==> src/rtl/core/bdm_pkg.sv <==
// shared types and constants of the block delay map lookup
`default_nettype none

package bdm_pkg;

    localparam int COORD_W    = 10;               // block column and row
    localparam int FIELD_W    = 7;                // slot and delay ports
    localparam int MODE_W     = 3;
    localparam int CFG_IDX_W  = 2;
    localparam int SQRT_STEPS = 11;               // bit pairs of the squared radius
    localparam int SQ_W       = 2 * SQRT_STEPS;   // radicand and root working width
    localparam int ROOT_W     = SQRT_STEPS;

    localparam logic [MODE_W-1:0] MODE_VSTRIPE = 3'd2;
    localparam logic [MODE_W-1:0] MODE_HSTRIPE = 3'd3;
    localparam logic [MODE_W-1:0] MODE_RINGS   = 3'd4;

    localparam logic [CFG_IDX_W-1:0] CFG_MODE   = 2'd0;
    localparam logic [CFG_IDX_W-1:0] CFG_WIDTH  = 2'd1;
    localparam logic [CFG_IDX_W-1:0] CFG_HEIGHT = 2'd2;

    localparam logic [MODE_W-1:0]  MODE_RESET   = MODE_RINGS;
    localparam logic [COORD_W-1:0] WIDTH_RESET  = 10'd320;
    localparam logic [COORD_W-1:0] HEIGHT_RESET = 10'd240;

    typedef struct packed {
        logic [MODE_W-1:0]  mode;
        logic [COORD_W-1:0] map_width;
        logic [COORD_W-1:0] map_height;
    } cfg_t;

endpackage

`default_nettype wire

==> src/rtl/core/bdm_front.sv <==
// front stages: clamp and mirror, offsets from the centre, squares and their sum
`default_nettype none

module bdm_front
    import bdm_pkg::*;
#(
    parameter int QUEUE_DEPTH = 71
)
(
    input  wire logic                              clk,
    input  wire logic                              rst_n,
    input  wire logic                              in_vld,
    input  wire logic [COORD_W-1:0]                block_col,
    input  wire logic [COORD_W-1:0]                block_row,
    input  wire logic [FIELD_W-1:0]                newest_slot,
    input  wire cfg_t                              cfg,
    output logic                                   out_vld,
    output logic [SQ_W-1:0]                        sq_sum,
    output logic [COORD_W-1:0]                     lin,
    output logic                                   root_en,
    output logic [$clog2(QUEUE_DEPTH)-1:0]         nmod
);

    localparam int SLOT_W = $clog2(QUEUE_DEPTH);
    localparam int NM_W   = FIELD_W + 9;
    localparam int PROD_W = 2 * COORD_W;

    // stage 1: clamped position mirrored into map coordinates
    logic                  v1_reg;
    logic [COORD_W-1:0]    x_reg, x_next;
    logic [COORD_W-1:0]    y_reg, y_next;
    logic [SLOT_W-1:0]     nm1_reg, nm1_next;
    // stage 2: distances from the centre
    logic                  v2_reg;
    logic [COORD_W-1:0]    dx_reg, dx_next;
    logic [COORD_W-1:0]    dy_reg, dy_next;
    logic [COORD_W-1:0]    lin2_reg, lin2_next;
    logic                  ren2_reg, ren2_next;
    logic [SLOT_W-1:0]     nm2_reg;
    // stage 3: squares
    logic                  v3_reg;
    logic [PROD_W-1:0]     sqx_reg, sqx_next;
    logic [PROD_W-1:0]     sqy_reg, sqy_next;
    logic [COORD_W-1:0]    lin3_reg;
    logic                  ren3_reg;
    logic [SLOT_W-1:0]     nm3_reg;
    // stage 4: squared radius
    logic                  v4_reg;
    logic [SQ_W-1:0]       sum_reg, sum_next;
    logic [COORD_W-1:0]    lin4_reg;
    logic                  ren4_reg;
    logic [SLOT_W-1:0]     nm4_reg;

    logic [COORD_W-1:0]    col_c;
    logic [COORD_W-1:0]    row_c;
    logic [COORD_W-1:0]    cx;
    logic [COORD_W-1:0]    cy;
    logic [NM_W-1:0]       rem;

    always_comb
    begin
        col_c = block_col;
        if (block_col >= cfg.map_width)
        begin
            col_c = (cfg.map_width != '0) ? cfg.map_width - 10'd1 : '0;
        end
        row_c = block_row;
        if (block_row >= cfg.map_height)
        begin
            row_c = (cfg.map_height != '0) ? cfg.map_height - 10'd1 : '0;
        end
        x_next = cfg.map_width - col_c;
        y_next = cfg.map_height - row_c;

        // newest slot reduced by restoring subtraction of shifted depths
        rem = NM_W'(newest_slot);
        for (int k = FIELD_W - 1; k >= 0; k--)
        begin
            if (rem >= (NM_W'(QUEUE_DEPTH) << k))
            begin
                rem = rem - (NM_W'(QUEUE_DEPTH) << k);
            end
        end
        nm1_next = SLOT_W'(rem);
    end

    always_comb
    begin
        cx = cfg.map_width >> 1;
        cy = cfg.map_height >> 1;
        dx_next = (x_reg >= cx) ? x_reg - cx : cx - x_reg;
        dy_next = (y_reg >= cy) ? y_reg - cy : cy - y_reg;
        case (cfg.mode)
            MODE_VSTRIPE: lin2_next = dx_next;
            MODE_HSTRIPE: lin2_next = dy_next;
            default:      lin2_next = '0;
        endcase
        ren2_next = (cfg.mode == MODE_RINGS);
    end

    always_comb
    begin
        sqx_next = dx_reg * dx_reg;
        sqy_next = dy_reg * dy_reg;
        sum_next = SQ_W'(sqx_reg) + SQ_W'(sqy_reg);
    end

    always_ff @(posedge clk or negedge rst_n)
    begin
        if (!rst_n)
        begin
            v1_reg <= 1'b0;
            v2_reg <= 1'b0;
            v3_reg <= 1'b0;
            v4_reg <= 1'b0;
        end
        else
        begin
            v1_reg <= in_vld;
            v2_reg <= v1_reg;
            v3_reg <= v2_reg;
            v4_reg <= v3_reg;
        end
    end

    always_ff @(posedge clk)
    begin
        x_reg    <= x_next;
        y_reg    <= y_next;
        nm1_reg  <= nm1_next;
        dx_reg   <= dx_next;
        dy_reg   <= dy_next;
        lin2_reg <= lin2_next;
        ren2_reg <= ren2_next;
        nm2_reg  <= nm1_reg;
        sqx_reg  <= sqx_next;
        sqy_reg  <= sqy_next;
        lin3_reg <= lin2_reg;
        ren3_reg <= ren2_reg;
        nm3_reg  <= nm2_reg;
        sum_reg  <= sum_next;
        lin4_reg <= lin3_reg;
        ren4_reg <= ren3_reg;
        nm4_reg  <= nm3_reg;
    end

    assign out_vld = v4_reg;
    assign sq_sum  = sum_reg;
    assign lin     = lin4_reg;
    assign root_en = ren4_reg;
    assign nmod    = nm4_reg;

endmodule

`default_nettype wire

==> src/rtl/core/bdm_sqrt_cell.sv <==
// one bit-pair step of the integer square root, registered
`default_nettype none

module bdm_sqrt_cell
    import bdm_pkg::*;
#(
    parameter int STEP   = 0,
    parameter int SIDE_W = 8
)
(
    input  wire logic              clk,
    input  wire logic              rst_n,
    input  wire logic              in_vld,
    input  wire logic [SQ_W-1:0]   in_rem,
    input  wire logic [SQ_W-1:0]   in_root,
    input  wire logic [SIDE_W-1:0] in_side,
    output logic                   out_vld,
    output logic [SQ_W-1:0]        out_rem,
    output logic [SQ_W-1:0]        out_root,
    output logic [SIDE_W-1:0]      out_side
);

    localparam logic [SQ_W-1:0] BIT = SQ_W'(1) << (2 * STEP);

    logic                vld_reg;
    logic [SQ_W-1:0]     rem_reg, rem_next;
    logic [SQ_W-1:0]     root_reg, root_next;
    logic [SIDE_W-1:0]   side_reg;
    logic [SQ_W-1:0]     trial;

    always_comb
    begin
        trial     = in_root | BIT;
        rem_next  = in_rem;
        root_next = in_root >> 1;
        if (in_rem >= trial)
        begin
            rem_next  = in_rem - trial;
            root_next = (in_root >> 1) | BIT;
        end
    end

    always_ff @(posedge clk or negedge rst_n)
    begin
        if (!rst_n)
        begin
            vld_reg <= 1'b0;
        end
        else
        begin
            vld_reg <= in_vld;
        end
    end

    always_ff @(posedge clk)
    begin
        rem_reg  <= rem_next;
        root_reg <= root_next;
        side_reg <= in_side;
    end

    assign out_vld  = vld_reg;
    assign out_rem  = rem_reg;
    assign out_root = root_reg;
    assign out_side = side_reg;

endmodule

`default_nettype wire

==> src/rtl/core/bdm_tail.sv <==
// last stage: halve, saturate and wrap the source slot around the queue
`default_nettype none

module bdm_tail
    import bdm_pkg::*;
#(
    parameter int QUEUE_DEPTH = 71
)
(
    input  wire logic                          clk,
    input  wire logic                          rst_n,
    input  wire logic                          in_vld,
    input  wire logic [ROOT_W-1:0]             root,
    input  wire logic [COORD_W-1:0]            lin,
    input  wire logic                          root_en,
    input  wire logic [$clog2(QUEUE_DEPTH)-1:0] nmod,
    output logic                               done,
    output logic [FIELD_W-1:0]                 delay,
    output logic [FIELD_W-1:0]                 source_slot
);

    localparam int SLOT_W = $clog2(QUEUE_DEPTH);
    localparam int SUM_W  = SLOT_W + 1;
    localparam logic [ROOT_W-2:0] MAX_DLY = (ROOT_W - 1)'(QUEUE_DEPTH - 1);

    logic                done_reg;
    logic [SLOT_W-1:0]   dly_reg, dly_next;
    logic [SLOT_W-1:0]   slot_reg, slot_next;
    logic [ROOT_W-1:0]   v;
    logic [ROOT_W-2:0]   half;
    logic [SUM_W-1:0]    sum;

    always_comb
    begin
        v    = root_en ? root : ROOT_W'(lin);
        half = v[ROOT_W-1:1];
        dly_next = (half > MAX_DLY) ? SLOT_W'(MAX_DLY) : SLOT_W'(half);
        // both terms are below the depth, so one subtract wraps it
        sum = SUM_W'(nmod) + SUM_W'(dly_next);
        if (sum >= SUM_W'(QUEUE_DEPTH))
        begin
            sum = sum - SUM_W'(QUEUE_DEPTH);
        end
        slot_next = SLOT_W'(sum);
    end

    always_ff @(posedge clk or negedge rst_n)
    begin
        if (!rst_n)
        begin
            done_reg <= 1'b0;
        end
        else
        begin
            done_reg <= in_vld;
        end
    end

    always_ff @(posedge clk)
    begin
        dly_reg  <= dly_next;
        slot_reg <= slot_next;
    end

    assign done        = done_reg;
    assign delay       = FIELD_W'(dly_reg);
    assign source_slot = FIELD_W'(slot_reg);

    a_dly_sat: assert property (@(posedge clk) disable iff (!rst_n)
        done_reg |-> (dly_reg <= SLOT_W'(QUEUE_DEPTH - 1)))
        else $error("delay beyond the last queue slot");

    a_slot_wrap: assert property (@(posedge clk) disable iff (!rst_n)
        done_reg |-> (SUM_W'(slot_reg) < SUM_W'(QUEUE_DEPTH)))
        else $error("source slot outside the queue");

    a_nmod_range: assert property (@(posedge clk) disable iff (!rst_n)
        in_vld |=> (SUM_W'($past(nmod)) < SUM_W'(QUEUE_DEPTH)))
        else $error("reduced newest slot outside the queue");

endmodule

`default_nettype wire

==> src/rtl/core/block_delay_map_lookup.sv <==
// block delay map lookup: per-block frame delay and queue slot, pipelined
//
// Usage: raise start with block_col, block_row and newest_slot for one
// cycle; the word is taken at that edge whenever busy is low, and busy
// never rises, so a new word may be offered in every cycle. When the answer
// comes back, done is high for exactly one cycle with delay and
// source_slot valid beside it. The receiver cannot hold results off, so
// nothing ever waits inside the block.
// The pipeline has four front stages (clamp and mirror, distance from the
// centre, squares, sum), eleven square root cells, one per bit pair of
// the 22-bit squared radius, and one output stage.
// Throughput is one word per cycle in every mode.
// Configuration: cfg_wr with cfg_addr and cfg_wdata writes mode (0),
// map_width (1) or map_height (2) at the clock edge; write only while no
// lookup is in flight. Index 3 is ignored.
// Reset empties the pipeline and sets mode 4 (rings) on a 320 by 240 grid.

`default_nettype none

module block_delay_map_lookup
    import bdm_pkg::*;
#(
    parameter int QUEUE_DEPTH = 71
)
(
    input  wire logic                 clk,
    input  wire logic                 rst_n,
    input  wire logic                 start,
    output logic                      busy,
    input  wire logic [COORD_W-1:0]   block_col,
    input  wire logic [COORD_W-1:0]   block_row,
    input  wire logic [FIELD_W-1:0]   newest_slot,
    output logic                      done,
    output logic [FIELD_W-1:0]        delay,
    output logic [FIELD_W-1:0]        source_slot,
    input  wire logic                 cfg_wr,
    input  wire logic [CFG_IDX_W-1:0] cfg_addr,
    input  wire logic [COORD_W-1:0]   cfg_wdata
);

    localparam int SLOT_W  = $clog2(QUEUE_DEPTH);
    localparam int SIDE_W  = COORD_W + 1 + SLOT_W;
    localparam int LATENCY = 4 + SQRT_STEPS + 1;

    cfg_t                cfg_reg, cfg_next;
    logic                accept;

    logic                f_vld;
    logic [SQ_W-1:0]     f_sum;
    logic [COORD_W-1:0]  f_lin;
    logic                f_ren;
    logic [SLOT_W-1:0]   f_nmod;

    logic                c_vld  [0:SQRT_STEPS];
    logic [SQ_W-1:0]     c_rem  [0:SQRT_STEPS];
    logic [SQ_W-1:0]     c_root [0:SQRT_STEPS];
    logic [SIDE_W-1:0]   c_side [0:SQRT_STEPS];

    logic [COORD_W-1:0]  t_lin;
    logic                t_ren;
    logic [SLOT_W-1:0]   t_nmod;

    assign busy   = 1'b0;
    assign accept = start && !busy;

    always_comb
    begin
        cfg_next = cfg_reg;
        if (cfg_wr)
        begin
            case (cfg_addr)
                CFG_MODE:   cfg_next.mode       = cfg_wdata[MODE_W-1:0];
                CFG_WIDTH:  cfg_next.map_width  = cfg_wdata;
                CFG_HEIGHT: cfg_next.map_height = cfg_wdata;
                default:    cfg_next = cfg_reg;
            endcase
        end
    end

    always_ff @(posedge clk or negedge rst_n)
    begin
        if (!rst_n)
        begin
            cfg_reg.mode       <= MODE_RESET;
            cfg_reg.map_width  <= WIDTH_RESET;
            cfg_reg.map_height <= HEIGHT_RESET;
        end
        else
        begin
            cfg_reg <= cfg_next;
        end
    end

    bdm_front #(
        .QUEUE_DEPTH (QUEUE_DEPTH)
    ) u_front (
        .clk         (clk),
        .rst_n       (rst_n),
        .in_vld      (accept),
        .block_col   (block_col),
        .block_row   (block_row),
        .newest_slot (newest_slot),
        .cfg         (cfg_reg),
        .out_vld     (f_vld),
        .sq_sum      (f_sum),
        .lin         (f_lin),
        .root_en     (f_ren),
        .nmod        (f_nmod)
    );

    assign c_vld[0]  = f_vld;
    assign c_rem[0]  = f_sum;
    assign c_root[0] = '0;
    assign c_side[0] = {f_lin, f_ren, f_nmod};

    // cell i tries bit pair SQRT_STEPS-1-i, most significant first
    for (genvar i = 0; i < SQRT_STEPS; i++)
    begin : g_cell
        bdm_sqrt_cell #(
            .STEP   (SQRT_STEPS - 1 - i),
            .SIDE_W (SIDE_W)
        ) u_cell (
            .clk      (clk),
            .rst_n    (rst_n),
            .in_vld   (c_vld[i]),
            .in_rem   (c_rem[i]),
            .in_root  (c_root[i]),
            .in_side  (c_side[i]),
            .out_vld  (c_vld[i+1]),
            .out_rem  (c_rem[i+1]),
            .out_root (c_root[i+1]),
            .out_side (c_side[i+1])
        );
    end

    assign {t_lin, t_ren, t_nmod} = c_side[SQRT_STEPS];

    bdm_tail #(
        .QUEUE_DEPTH (QUEUE_DEPTH)
    ) u_tail (
        .clk         (clk),
        .rst_n       (rst_n),
        .in_vld      (c_vld[SQRT_STEPS]),
        .root        (c_root[SQRT_STEPS][ROOT_W-1:0]),
        .lin         (t_lin),
        .root_en     (t_ren),
        .nmod        (t_nmod),
        .done        (done),
        .delay       (delay),
        .source_slot (source_slot)
    );

    a_latency: assert property (@(posedge clk) disable iff (!rst_n)
        accept |-> ##LATENCY done)
        else $error("accepted word produced no result");

    a_no_spurious: assert property (@(posedge clk) disable iff (!rst_n)
        done |-> $past(accept, LATENCY))
        else $error("result without an accepted word");

    a_cfg_hold: assert property (@(posedge clk) disable iff (!rst_n)
        !cfg_wr |=> $stable(cfg_reg))
        else $error("configuration changed without a write");

endmodule

`default_nettype wire

==> config.mk <==
export PLATFORM = sky130hd
export DESIGN_NAME = block_delay_map_lookup
export DESIGN_NICKNAME = d
export VERILOG_FILES = /design/src/rtl/core/bdm_pkg.sv /design/src/rtl/core/bdm_front.sv /design/src/rtl/core/bdm_sqrt_cell.sv /design/src/rtl/core/bdm_tail.sv /design/src/rtl/core/block_delay_map_lookup.sv
export SDC_FILE = /design/constraint.sdc
export NUM_CORES = 1
export LEC_CHECK = 0
export CAP_MARGIN = 10
export CORE_MARGIN = 1.5
export CORE_UTILIZATION = 40
export DETAILED_ROUTE_END_ITERATION = 12
export DONT_BUFFER_PORTS = 1
export HOLD_SLACK_MARGIN = 0.1
export REMOVE_ABC_BUFFERS = 1
export SYNTH_ARGS = -nofsm -noshare
export SYNTH_HDL_FRONTEND = slang
export SYNTH_HIERARCHICAL = 1
export SYNTH_SLANG_ARGS = --single-unit
==> constraint.sdc <==
create_clock -name clk -period 5.3 [get_ports clk]
set_clock_uncertainty 0.15 [all_clocks]
set_input_delay 0.53 -clock clk [delete_from_list [all_inputs] [get_ports clk]]
set_output_delay 0.53 -clock clk [all_outputs]
set_load 0.05 [all_outputs]
==> metrics.md <==
| Metric | Value |
|---|---|
| Cell mode on critical path | fa_1 |
| Vias in the first global route | 29096 |
| Die height | 329 um |
| Initial DRC count | 1866 |
| CP max stage cell | fa_1 |
| Routed vias/inst | 5.13 |
| Nets | 4970 |
| Largest register FFs | 208 |
| CP Cell Sequence | buf_4, inv_1, nor2_2, fa_1, fa_1, inv_1, fa_1, inv_1, fa_1, ha_1, ha_1, o21ai_0, nor2_1, a31oi_1, o211ai_1, a21o_1, a221o_1, xor2_1 |
| Post-Synthesis Cells | 4368 |
| Max-slew violations | 0 |
| CTS buffer count | 84 |
| Die X | 329 um |
| CP Data Arrival Time | 5.41 ns |
| Area grow syn2layout | 10.6% |
| Total grt overflow | 0 |
| N_diodes | 0 |
| GPL Wtd Cong | 0.907 |
| Clock latency on the worst-skew pair | 0.64 ns |
| Drt drc | 0 |
| Fin crit share | 0.950 |
| Clock-pin slew on the worst setup and hold paths | 0.06 ns |
| Die area | 108000 sq um |
| Min-delay src | block_col[1] |
| CORE AREA | 105000 sq um |
| Crit. End Element | flop |
| Worst Path Max Fanout | 7 |
| RSZ-0062 raised after global routing | no |
| Reg2reg start | u_front/dx_reg[5]$_DFF_P_ |
| Final hold slack | 0.142 ns |
| First-pass GRT wire length | 152 mm |
| Endpoints failing hold | 0 |
| Final setup violation count | 0 |
| Total global-route track usage | 0.172 |
| DR pass1 iterations | 5 |
| Buffers on Ports | 0 |
| Worst stage delay on the critical path | 0.54 ns |
| Initial antenna violation count | 1 |
| Rel. slew slack | 0.318 |
| Post-Route WL | 94.2 mm |
| Dpl hpwl | 73.9 mm |
| Clock root cell | clkbuf_16 |
| Hold/Removal Path Class | input pin to flop |
| Layout cell share with drive strength beyond 1 | 0.0867 |
| Fin crit period | 5.04 ns |
| Io pins | 59 |
| Antenna Nets Post-Route | 0 |
| # rows | 119 |
| Max Cap Violations | 0 |
| Post-synthesis instance area | 42500 sq um |
| Clock Path Buffers | 3 |
| Setup_tns | 0 ns |
| Crit path from | u_front/dx_reg[5]$_DFF_P_ |
| Yosys warns | 6 |
| Slew @ Worst Pin | 1.02 ns |
| Routed via count | 30073 |
| CP required | 5.68 ns |
| Syn avg cell area | 9.73 sq um |
| Sink Count | 803 |
| Achievable Freq | 0.199 GHz |
| Status | finished, final reports clean |
| Initial Utilization | 0.403 |
| TritonCTS clock tree | yes |
| Wire per inst | 16.1 um |
| CP Launch Type | flop |
| Largest net degree at the start of global routing | 40 |
| H-Tree Depth | 3 |
| CP Class | flop to flop |
[metal layers]
layer	routed length, um	track usage	up-vias	share of wire
met3	3550	0.0227	148	0.038
met4	2560	0.0547	2	0.027
li1	-	-	15207	-
met5	13	0	-	0.00014
met2	44500	0.290	591	0.47
met1	43600	0.228	14125	0.46
[cell type report]
cell class                 count  area, sq um
multi-input combinational   2974        23700
tap                         1391         1740
sequential                   803        16300
fill                       10066        58400
clock buffer                 113         2380
inverter                     485         1820
clock inverter                40          543
timing repair buffer          58          526
[placed cells by master (no fill, tap or decap), drive strengths merged, types with 36 or more instances in the layout]
cell type / instances
a21o: 107
nand2: 276
o21ai: 214
and2: 76
nand4: 72
clkbuf: 113
xor2: 96
nand3: 99
nor3: 72
fa: 111
conb: 52
a21oi: 275
nor2b: 44
xnor2: 133
o21a: 57
ha: 410
nand2b: 36
and3: 44
dfxtp: 764
inv: 493
nor2: 180
mux2: 112
[worst max-delay path: cells and delay by family (launching register included)]
kind	cells	cell delay [ns]
fa+ha+maj	6	2.68
compound gates	5	0.99
buf+inv	4	0.35
flops	1	0.37
xor+xnor	1	0.14
simple gates	2	0.24
[stage by stage]
| stage | setup slack (ns) | cell area [sq um] | std cells | utilization |
|---|---|---|---|---|
| after detailed placement | 0.0806 | 43700 | 5679 | 0.415 |
| after CTS | 0.0859 | 47000 | 5864 | 0.446 |
| after floorplan | 0.302 | 41800 | 4262 | - |
| after global placement | 0.181 | 43700 | 5679 | 0.415 |
| after global routing | 0.0202 | 47000 | 5864 | 0.446 |
| final | 0.265 | 47000 | 5864 | 0.446 |
[path summary, 6_finish.rpt]
path,cells after the start,end,slack [ns]
setup / recovery,18,u_front/sqx_reg[18]$_DFF_P_,0.26
setup reg to reg,18,u_front/sqx_reg[18]$_DFF_P_,0.26
max in group asynchronous,2,cfg_reg[22]$_DFFE_PN1P_,4.49
hold / removal,4,u_front/x_reg[1]$_DFF_P_,0.14
min in group asynchronous,2,g_cell[6].u_cell/out_vld$_DFF_PN0_,0.24
hold reg to reg,0,g_cell[2].u_cell/out_side[5]$_DFF_P_,0.16
[timing repair]
action | in CTS | in global routing
endpoints found under the hold margin | 74 | 0
buffers inserted | 0 | 0
hold buffers | 32 | 0
endpoints found under the setup margin | 0 | 9
gates resized for setup | 0 | 16
Power is left out: the tool's default activity adds up to more than one toggle a clock period on the data nets, which glitch-free logic cannot reach.
